`config.mk`:
```
export PLATFORM = sky130hd
export DESIGN_NAME = power_source_selector
export DESIGN_NICKNAME = d
export VERILOG_FILES = /design/src/hw/rtl/psel_pkg.sv /design/src/hw/rtl/psel_cfg.sv /design/src/hw/rtl/psel_peak.sv /design/src/hw/rtl/psel_core.sv /design/src/hw/rtl/power_source_selector.sv
export SDC_FILE = /design/constraint.sdc
export NUM_CORES = 1
export LEC_CHECK = 0
export BUFFER_PORTS_ARGS = -buffer_cell sky130_fd_sc_hd__buf_2
export CAP_MARGIN = 25
export CORE_UTILIZATION = 62
export CTS_BUF_LIST = sky130_fd_sc_hd__clkbuf_8
export DETAILED_ROUTE_END_ITERATION = 12
export MAX_ROUTING_LAYER = met4
export PLACE_DENSITY = 0.86
export SYNTH_ARGS = -nofsm -noshare
export SYNTH_HDL_FRONTEND = slang
export SYNTH_HIERARCHICAL = 1
export SYNTH_SLANG_ARGS = --single-unit
```
`constraint.sdc`:
```
create_clock -name clk -period 7.5 [get_ports clk]
set_input_delay 1.5 -clock clk [delete_from_list [all_inputs] [get_ports clk]]
set_output_delay 1.5 -clock clk [all_outputs]
set_load 0.03 [all_outputs]
```
`src/hw/rtl/psel_pkg.sv`:
```
`default_nettype none
// ----------------------------------------------------------------------------
// psel_pkg: power source selector shared definitions
// Word types, register codes and the time-of-day reduction used by the
// configuration registers and the peak window stage.
// ----------------------------------------------------------------------------
package psel_pkg;

  localparam int unsigned TIME_W = 17;
  localparam int unsigned LVL_W  = 4;
  localparam logic [TIME_W-1:0] DAY_SECONDS = 17'd86400;
  localparam logic [LVL_W-1:0]  LVL_FULL    = 4'd15;

  localparam logic [TIME_W-1:0] EVE_START_RST = 17'd61200;
  localparam logic [TIME_W-1:0] EVE_LEN_RST   = 17'd10800;
  localparam logic [TIME_W-1:0] MOR_START_RST = 17'd21600;
  localparam logic [TIME_W-1:0] MOR_LEN_RST   = 17'd10800;

  typedef enum logic [1:0] {
    ACT_TICK    = 2'd0,
    ACT_AC_LOSS = 2'd1,
    ACT_BUTTON  = 2'd2
  } action_t;

  typedef enum logic [1:0] {
    CFG_EVE_START = 2'd0,
    CFG_EVE_LEN   = 2'd1,
    CFG_MOR_START = 2'd2,
    CFG_MOR_LEN   = 2'd3
  } cfg_reg_t;

  typedef struct packed {
    action_t             action;
    logic [TIME_W-1:0]   time_of_day;
    logic [LVL_W-1:0]    battery_level;
    logic                ac_available;
    logic                solar_charging;
    logic                wind_charging;
  } in_word_t;

  typedef struct packed {
    logic ac_supply_on;
    logic dc_supply_on;
    logic sell_to_grid;
    logic manual_mode;
  } out_word_t;

  // start is kept already reduced to one day
  typedef struct packed {
    logic [TIME_W-1:0] start;
    logic [TIME_W-1:0] length;
  } window_t;

  typedef struct packed {
    window_t eve;
    window_t mor;
  } peak_cfg_t;

  typedef struct packed {
    in_word_t word;
    logic     peak;
  } peak_word_t;

  // values stay below twice a day, so one compare and subtract is enough
  function automatic logic [TIME_W-1:0] mod_day(input logic [TIME_W-1:0] v);
    logic [TIME_W-1:0] r;
    r = (v >= DAY_SECONDS) ? (v - DAY_SECONDS) : v;
    return r;
  endfunction

endpackage
`default_nettype wire

```
`src/hw/rtl/psel_cfg.sv`:
```
`default_nettype none
// ----------------------------------------------------------------------------
// psel_cfg: peak window registers
// Holds the two peak windows; starts are stored reduced to one day.
// ----------------------------------------------------------------------------
module psel_cfg (
  input  wire                       clk,
  input  wire                       rst,
  input  wire                       wr_en,
  input  psel_pkg::cfg_reg_t        wr_index,
  input  wire [psel_pkg::TIME_W-1:0] wr_data,
  output psel_pkg::peak_cfg_t       peak_cfg
);
  import psel_pkg::*;

  always_ff @(posedge clk) begin
    if (rst) begin
      peak_cfg.eve.start  <= EVE_START_RST;
      peak_cfg.eve.length <= EVE_LEN_RST;
      peak_cfg.mor.start  <= MOR_START_RST;
      peak_cfg.mor.length <= MOR_LEN_RST;
    end else if (wr_en) begin
      case (wr_index)
        CFG_EVE_START: peak_cfg.eve.start  <= mod_day(wr_data);
        CFG_EVE_LEN:   peak_cfg.eve.length <= wr_data;
        CFG_MOR_START: peak_cfg.mor.start  <= mod_day(wr_data);
        CFG_MOR_LEN:   peak_cfg.mor.length <= wr_data;
        default: ;
      endcase
    end
  end

endmodule
`default_nettype wire

```
`src/hw/rtl/psel_peak.sv`:
```
`default_nettype none
// ----------------------------------------------------------------------------
// psel_peak: peak window stage
// Checks the word's time of day against both windows and registers the
// word together with the peak flag.
// ----------------------------------------------------------------------------
module psel_peak (
  input  wire                  clk,
  input  wire                  rst,
  input  psel_pkg::peak_cfg_t  peak_cfg,
  input  wire                  word_valid,
  input  psel_pkg::in_word_t   word,
  output logic                 word_ready,
  output logic                 pk_valid,
  output psel_pkg::peak_word_t pk_word,
  input  wire                  pk_ready
);
  import psel_pkg::*;

  logic [TIME_W-1:0] tt;
  logic [TIME_W:0]   eve_raw;
  logic [TIME_W:0]   mor_raw;
  logic [TIME_W-1:0] eve_diff;
  logic [TIME_W-1:0] mor_diff;
  logic              peak;

  assign tt      = mod_day(word.time_of_day);
  assign eve_raw = {1'b0, tt} - {1'b0, peak_cfg.eve.start};
  assign mor_raw = {1'b0, tt} - {1'b0, peak_cfg.mor.start};
  // a borrow means the window start lies later in the day: wrap by one day
  assign eve_diff = eve_raw[TIME_W] ? (eve_raw[TIME_W-1:0] + DAY_SECONDS)
                                    : eve_raw[TIME_W-1:0];
  assign mor_diff = mor_raw[TIME_W] ? (mor_raw[TIME_W-1:0] + DAY_SECONDS)
                                    : mor_raw[TIME_W-1:0];
  assign peak = (eve_diff < peak_cfg.eve.length) || (mor_diff < peak_cfg.mor.length);

  assign word_ready = !pk_valid || pk_ready;

  always_ff @(posedge clk) begin
    if (rst) begin
      pk_valid <= 1'b0;
    end else if (word_ready) begin
      pk_valid <= word_valid;
    end
  end

  always_ff @(posedge clk) begin
    if (word_valid && word_ready) begin
      pk_word.word <= word;
      pk_word.peak <= peak;
    end
  end

endmodule
`default_nettype wire

```
`src/hw/rtl/psel_core.sv`:
```
`default_nettype none
// ----------------------------------------------------------------------------
// psel_core: source selection state and result register
// Applies tick, ac loss and button words to the selection state and
// registers the resulting state as the output word.
// ----------------------------------------------------------------------------
module psel_core (
  input  wire                  clk,
  input  wire                  rst,
  input  wire                  pk_valid,
  input  psel_pkg::peak_word_t pk_word,
  output logic                 pk_ready,
  output logic                 out_valid,
  output psel_pkg::out_word_t  out_data,
  input  wire                  out_ready
);
  import psel_pkg::*;

  logic ac_sel, dc_sel, manual, selling;
  logic ac_sel_next, dc_sel_next, manual_next, selling_next;
  logic b0, b1, b2, b3, charging, low3_charging, depleted, below, peak, ac_av;
  logic take;

  assign b0            = pk_word.word.battery_level[0];
  assign b1            = pk_word.word.battery_level[1];
  assign b2            = pk_word.word.battery_level[2];
  assign b3            = pk_word.word.battery_level[3];
  assign ac_av         = pk_word.word.ac_available;
  assign peak          = pk_word.peak;
  assign charging      = pk_word.word.solar_charging || pk_word.word.wind_charging;
  assign low3_charging = charging && b2 && b1 && b0;
  assign depleted      = !b3 && !low3_charging;
  assign below         = (!b1 && !b0) || !b2;

  assign pk_ready = !out_valid || out_ready;
  assign take     = pk_valid && pk_ready;

  always_comb begin
    ac_sel_next  = ac_sel;
    dc_sel_next  = dc_sel;
    manual_next  = manual;
    selling_next = selling;
    case (pk_word.word.action)
      ACT_TICK: begin
        // nothing selected yet: start from ac when present
        if (!ac_sel && !dc_sel) begin
          ac_sel_next = ac_av;
          dc_sel_next = !ac_av;
        end
        if (ac_sel_next) begin
          dc_sel_next  = 1'b0;
          selling_next = 1'b0;
          if (!manual &&
              ((pk_word.word.battery_level == LVL_FULL) || (peak && (b3 || low3_charging)))) begin
            dc_sel_next = 1'b1;
            ac_sel_next = 1'b0;
          end
        end else begin
          if (!manual && ac_av && (depleted || (!peak && below))) begin
            ac_sel_next = 1'b1;
            dc_sel_next = 1'b0;
          end
          selling_next = ac_av && charging && b3 && b2 && b1;
        end
      end
      ACT_AC_LOSS: begin
        dc_sel_next = 1'b1;
        ac_sel_next = 1'b0;
      end
      ACT_BUTTON: begin
        if (!manual) begin
          ac_sel_next = dc_sel;
          dc_sel_next = !dc_sel;
        end
        manual_next = !manual;
      end
      default: ;
    endcase
  end

  always_ff @(posedge clk) begin
    if (rst) begin
      ac_sel    <= 1'b0;
      dc_sel    <= 1'b0;
      manual    <= 1'b0;
      selling   <= 1'b0;
      out_valid <= 1'b0;
    end else begin
      if (take) begin
        ac_sel    <= ac_sel_next;
        dc_sel    <= dc_sel_next;
        manual    <= manual_next;
        selling   <= selling_next;
        out_valid <= 1'b1;
      end else if (out_ready) begin
        out_valid <= 1'b0;
      end
    end
  end

  always_ff @(posedge clk) begin
    if (take) begin
      out_data.ac_supply_on <= ac_sel_next;
      out_data.dc_supply_on <= dc_sel_next;
      out_data.sell_to_grid <= selling_next;
      out_data.manual_mode  <= manual_next;
    end
  end

endmodule
`default_nettype wire

```
`src/hw/rtl/power_source_selector.sv`:
```
`default_nettype none
// ----------------------------------------------------------------------------
// power_source_selector: ac grid / battery supply selection
// Picks the house supply, tracks manual mode and decides grid selling.
// ----------------------------------------------------------------------------
//  channel  handshake            payload
//  in       in_valid/in_ready    in_data   (in_word_t)
//  out      out_valid/out_ready  out_data  (out_word_t)
//  cfg      cfg_valid/cfg_ready  cfg_index, cfg_data
//
//  one word per cycle sustained while the output is not stalled; three register
//  stages (input, peak window, state/result), which each word passes in turn
//  the selection state is read and written once per taken word in the last stage
//  reset clears all stage valids, the state and the peak windows to defaults
//  a stall at the output backs up stage by stage; each stage refills as
//  soon as the one after it moves, cfg_ready is always high
// ----------------------------------------------------------------------------
module power_source_selector (
  input  wire                        clk,
  input  wire                        rst,
  input  wire                        in_valid,
  output logic                       in_ready,
  input  psel_pkg::in_word_t         in_data,
  output logic                       out_valid,
  input  wire                        out_ready,
  output psel_pkg::out_word_t        out_data,
  input  wire                        cfg_valid,
  output logic                       cfg_ready,
  input  psel_pkg::cfg_reg_t         cfg_index,
  input  wire [psel_pkg::TIME_W-1:0] cfg_data
);
  import psel_pkg::*;

  logic       s1_valid;
  in_word_t   s1_word;
  logic       s1_ready;
  peak_cfg_t  peak_cfg;
  logic       pk_valid;
  logic       pk_ready;
  peak_word_t pk_word;

  assign cfg_ready = 1'b1;
  assign in_ready  = !s1_valid || s1_ready;

  always_ff @(posedge clk) begin
    if (rst) begin
      s1_valid <= 1'b0;
    end else if (in_ready) begin
      s1_valid <= in_valid;
    end
  end

  always_ff @(posedge clk) begin
    if (in_valid && in_ready) begin
      s1_word <= in_data;
    end
  end

  psel_cfg u_cfg (
    .clk      (clk),
    .rst      (rst),
    .wr_en    (cfg_valid && cfg_ready),
    .wr_index (cfg_index),
    .wr_data  (cfg_data),
    .peak_cfg (peak_cfg)
  );

  psel_peak u_peak (
    .clk        (clk),
    .rst        (rst),
    .peak_cfg   (peak_cfg),
    .word_valid (s1_valid),
    .word       (s1_word),
    .word_ready (s1_ready),
    .pk_valid   (pk_valid),
    .pk_word    (pk_word),
    .pk_ready   (pk_ready)
  );

  psel_core u_core (
    .clk       (clk),
    .rst       (rst),
    .pk_valid  (pk_valid),
    .pk_word   (pk_word),
    .pk_ready  (pk_ready),
    .out_valid (out_valid),
    .out_data  (out_data),
    .out_ready (out_ready)
  );

endmodule
`default_nettype wire

```
==> results of run 1 <==
==> worst max-delay path, delay by kind of cell (launching register included) <==
| kind | cells | cell delay [ps] |
|---|---|---|
| compound gates | 12 | 2650 |
| simple gates | 6 | 1700 |
| fa+ha+maj | 2 | 680 |
| flops | 1 | 450 |
| xor+xnor | 2 | 420 |
==> power by group <==
group          total (mW)  switching (mW)  internal (mW)
logic               0.695           0.405          0.290
clock network       0.651           0.305          0.346
registers           0.700          0.0220          0.678
==> metal layers <==
metal / part of all wire (%) / routed length [µm]
met5: 0 / 0
met4: 2.2 / 448
met1: 41 / 8150
met3: 7.7 / 1550
met2: 49 / 9900
==> flip-flops by register name, summed over array words and instances, names as in the netlist <==
signal	count
s1_valid	1
s1_word	26
u_cfg/peak_cfg	68
u_core/ac_sel	1
u_core/dc_sel	1
u_core/manual	1
u_core/out_data	4
u_core/out_valid	1
u_core/selling	1
u_peak/pk_valid	1
u_peak/pk_word	10
==> cell type report <==
| cell class | instances | area share, % |
|---|---|---|
| flip-flops and latches | 115 | 31.2 |
| multi-input cells | 686 | 54.2 |
| repair buffers | 58 | 3.43 |
| inverters | 84 | 3.63 |
| clock buffers | 17 | 2.70 |
| well taps | 168 | 2.42 |
| clock inverters | 15 | 2.41 |
==> path summary, 6_finish.rpt <==
kind	from	endpoint	slack, ps
max	s1_word[12]	u_peak/pk_word[0]	1430
min	s1_word[25]	u_peak/pk_word[26]	420
max reg2reg	s1_word[12]	u_peak/pk_word[0]	1430
min reg2reg	s1_word[25]	u_peak/pk_word[26]	420
==> through the flow <==
step / setup slack, ps / std cells / hold slack, ps / utilization [%]
2_1_floorplan: 2260 / 923 / 400 / -
3_3_place_gp: 1860 / 1111 / 401 / 67.4
3_5_place_dp: 1620 / 1111 / 405 / 67.4
4_1_cts: 1530 / 1143 / 423 / 71.0
5_1_grt: 968 / 1143 / 431 / 71.0
6_report: 1430 / 1143 / 422 / 71.0
==> layout by cell type, fill, tap and decap left out, drive strengths merged, types with 4 or more instances in the layout <==
cell type	count
o21a	12
a21oi	82
nand2b	12
nand3	27
nor3	24
and2	8
a41oi	4
a311oi	12
nor2	52
o41ai	5
a211oi	13
clkbuf	17
a31oi	9
ha	70
nor2b	13
nand2	125
nand4	9
dfxtp	75
a31o	4
buf	58
o211ai	10
nor4	13
xnor2	36
and3	7
xor2	17
o21ai	28
o211a	4
o2111ai	4
edfxtp	40
or2	6
mux2i	6
inv	95
a21o	20
==> run metrics, run 1 <==
status=completed; initial antenna violation count=0; Layout area overhead=9.63%; GR Util met2=54.1%; Core ar.=0.0122 mm²; Slew headroom=45.0%; fillers=960; post-DR vias/cell=6.14; Pre-Repair DR Iteration Count=6; cell count after synthesis=923; Syn Area/Cell=8.57 µm²; met3 usage in global routing=8.59%; Setup TNS=0 ps; syn_nets=1045; RSZ-0062 raised after global routing=no; largest net degree at the start of global routing=70; Routed Wire Length=20000 µm; IO buf count=55; GPL Wtd Cong=0.984; post-CTS sizing=0; TritonCTS clock tree=built; placed cell area=0.00823 mm²; grt peak-use layer=met2; clock buffer depth=2; DRC=0; Hold Path Class=flip-flop to flip-flop; later-pin clock latency in the skew report=460 ps; reg2reg path depth=22; met1 GRT Util=37.4%; CP max stage cell=nor4_1; Min-Delay Path Depth=0; Max Cap Viol=0; Worst EP required=7780 ps; period utilization=80.9%; Ports=57; power per cell area=236 mW/mm²; critical path class=flip-flop to flip-flop; chip width=115 µm; slew of the pin with the lowest slew margin=822 ps; final instance area=0.00867 mm²; Lkg Pwr=3.67 nW; CP Cell Sequence=nor4_1, nand3_1, o41ai_1, a21oi_1, nor2b_1, o21ai_1, nor4_1, xor2_1, ha_1, a21o_1, a31o_1, or3_1, o2111a_1, o211a_1, nor2_2, xnor2_1, ha_1, a21o_1, a211o_1, o21ai_0, a21oi_1, o32ai_1; vias in the first global route=6353; Initial Util=64.8%; first-pass GRT wire length=31100 µm; Inserted Clock Buffers=17; area of the multi-input gates=0.00471 mm²; post-route ant nets=0; gr ovfl total=0; fin crit period=6070 ps; Crit Path Max Fanout=9; CP max stage delay=470 ps; total track usage=32.3%; Max VDD drop=0.172 mV; CTS clock-pin slew for the worst setup and hold paths=80 ps; CTS Sinks=115; FMAX=165 MHz; Hold Vio Cnt, Final=0; ANT cells=0; total power=2.05 mW; synthesized area=0.00791 mm²; fin. max-slew vios=0; post-DP HPWL=14700 µm; vias=7014; YS warnings=6; fin nets=1084; chip height=115 µm; Sequential Area=0.00270 mm²; crit path launch type=flip-flop; H-tree depth=4; skew final=8.23 ps; Setup violations, final=0; WL/cell=17.5 µm; Setup Buffers After CTS=0; die area=0.0132 mm²; Clk Tree Root Cell=clkbuf_8; Initial DRC Count=588; layout cells sized above 1=13.0%; CP Capture Type=flip-flop; # rows=40; Worst Path Arrival=6350 ps; CTS Hold Buffers Added=0
No activity file was read; power rests on OpenSTA's default activity.
==> inputs of run 2 (changes only) <==
--- a/config.mk
+++ b/config.mk
@@ -7,11 +7,11 @@
 export LEC_CHECK = 0
 export BUFFER_PORTS_ARGS = -buffer_cell sky130_fd_sc_hd__buf_2
 export CAP_MARGIN = 25
-export CORE_UTILIZATION = 62
+export CORE_UTILIZATION = 57
 export CTS_BUF_LIST = sky130_fd_sc_hd__clkbuf_8
 export DETAILED_ROUTE_END_ITERATION = 12
 export MAX_ROUTING_LAYER = met4
-export PLACE_DENSITY = 0.86
+export PLACE_DENSITY = 0.84
 export SYNTH_ARGS = -nofsm -noshare
 export SYNTH_HDL_FRONTEND = slang
 export SYNTH_HIERARCHICAL = 1
==> constraint.sdc (replaced) <==
create_clock -name clk -period 5.1 [get_ports clk]
set_input_delay 1.02 -clock clk [delete_from_list [all_inputs] [get_ports clk]]
set_output_delay 1.02 -clock clk [all_outputs]
set_load 0.03 [all_outputs]
==> run metrics, run 2 (same netlist as run 1, synthesis figures left out) <==
slew of the pin with the lowest slew margin=829 ps (+6.53 ps); crit path launch type=flip-flop; post-route ant nets=0 (unchanged); failing checks=setup timing; Hold Vio Cnt, Final=0 (unchanged); hold path startpoint=s1_word[2]; Slew headroom=44.6% (-0.44 points); Lkg Pwr=3.92 nW (+7.0%); skew final=8.61 ps (+0.374 ps); Routed Wire Length=20400 µm (+2.0%); gr ovfl total=0 (unchanged); Setup TNS=-104 ps (-104 ps); biggest regs=u_cfg/peak_cfg: 68 flops, s1_word: 26 flops, u_peak/pk_word: 10 flops; CTS Sinks=115 (unchanged); die area=0.0144 mm² (+8.6%); CP Launch Point=s1_word[13]; reg2reg end=u_peak/pk_word[0]; Layout area overhead=15.7%; Min-Delay Path Depth=0 (unchanged); largest net degree at the start of global routing=43 (-39%); Worst Path Arrival=5460 ps (-890 ps); # rows=42 (+5.0%); power per cell area=337 mW/mm² (+43%); vias in the first global route=6823 (+7.4%); reg2reg start=s1_word[13]; Initial Util=59.0% (-5.7 points); Initial DRC Count=563 (-4.3%); fin. max-slew vios=0 (unchanged); post-DR vias/cell=6.00 (-2.2%); critical path class=flip-flop to flip-flop; status=finished, violations left; DRC=0 (unchanged); Biggest register=u_cfg/peak_cfg; TritonCTS clock tree=built; Inserted Clock Buffers=17 (unchanged); H-tree depth=4 (unchanged); period utilization=102% (+21 points); fin crit period=5200 ps (-866 ps); Worst EP required=5360 ps (-2420 ps); Ports=57 (unchanged); WL/cell=17.0 µm (-3.0%); WHS=421 ps (-0.596 ps); chip width=120 µm (+4.2%); Clk Tree Root Cell=clkbuf_8; clock buffer depth=2 (unchanged); chip height=120 µm (+4.2%); Core ar.=0.0134 mm² (+9.7%); first-pass GRT wire length=32800 µm (+5.5%); PnR worst setup slack=-104 ps (-1530 ps); fillers=1059 (+10%); GPL Wtd Cong=0.940 (-4.5%); fin nets=1134 (+4.6%); most common cell after layout, fill and taps aside=nand2_1; initial antenna violation count=0 (unchanged); layout cells sized above 1=18.7% (+5.7 points); Final Util=68.3% (-2.7 points); reg2reg setup slack=-100 ps (-1530 ps); vias=7205 (+2.7%); Crit Path Max Fanout=6 (-3); commonest non-fill, non-tap cells in the layout=nand2_1, inv_1, a21oi_1; CTS clock-pin slew for the worst setup and hold paths=80 ps (about the same); Hold Path Class=flip-flop to flip-flop; Max VDD drop=0.318 mV (+85%); Largest register FFs=68 (unchanged); later-pin clock latency in the skew report=440 ps (-20 ps); RSZ-0062 raised after global routing=yes; total track usage=30.1% (-2.2 points); end of the worst hold path=u_peak/pk_word[3]; FMAX=192 MHz (+17%); IO buf count=55 (unchanged); Setup violations, final=1 (+1); CTS Hold Buffers Added=0 (unchanged); ANT cells=0 (unchanged); reg2reg path depth=22 (unchanged); Max Cap Viol=0 (unchanged); post-DP HPWL=15200 µm (+4.0%); CP Capture Type=flip-flop; Pre-Repair DR Iteration Count=5 (-1)
[run 2: worst max-delay path by stage]
| stage | endpoint | slack [ps] | depth (start not counted) |
|---|---|---|---|
| floorplan | u_peak/pk_word[0] | 30 | 22 |
| global placement | u_peak/pk_word[0] | -130 | 22 |
| detailed placement | u_peak/pk_word[0] | -300 | 22 |
| CTS | u_peak/pk_word[0] | -110 | 22 |
| global route | u_peak/pk_word[0] | -450 | 23 |
| finish | u_peak/pk_word[0] | -100 | 22 |
[run 2: where the power goes]
group	internal, mW	leakage [nW]	switching [mW]
Sequential	0.997	0.998	0.0330
Clock	0.498	0.217	0.423
Combinational	0.506	2.71	0.625
Total	2.00	3.92	1.08
[run 2: worst max-delay path: stages (launching register included)]
cell and delay, ps:
edfxtp_1 440, nor4_4 300, nand3_1 110, o41ai_2 240, a21oi_1 110, nor2b_1 180, o21ai_2 140, nor4_2 190
xor2_1 230, ha_1 280, a21o_1 200, a31o_1 190, or3_1 370, o2111a_1 260, o211a_1 280, nor2_4 140
and3_1 170, xor2_1 180, ha_1 270, a21o_1 200, a211oi_2 230, a21oi_2 90, o32ai_1 220
[run 2: cell type report]
class | instances | area (µm²) | share of cell area (%)
multi-input cells | 686 | 4810 | 52.6
flip-flops and latches | 115 | 2700 | 29.5
repair buffers | 108 | 673 | 7.35
inverters | 84 | 315 | 3.44
clock buffers | 17 | 234 | 2.56
well taps | 176 | 220 | 2.41
clock inverters | 15 | 194 | 2.12
[run 2: through the flow]
step / total power, mW / instance area (µm²) / cells / setup slack (ps)
after detailed placement: 2.13 / 8620 / 1168 / -296
after CTS: 3.05 / 9090 / 1201 / -108
after floorplan: 1.80 / 7920 / 923 / 25.4
final: 3.08 / 9150 / 1201 / -104
after global routing: 3.25 / 9150 / 1201 / -448
after global placement: 2.08 / 8620 / 1168 / -132
[run 2: layer usage]
metal / global-route usage [%] / part of all wire [%]
met5: - / 0
met4: 15.5 / 4.1
met3: 5.94 / 6.4
met2: 48.7 / 48
met1: 35.7 / 42
[run 2: what timing repair did]
action | CTS | global route
buffers inserted | 1 | 0
resized for setup | 7 | 11
cloned | 0 | 0
pin swaps | 5 | 1
setup endpoints to repair | 1 | 1
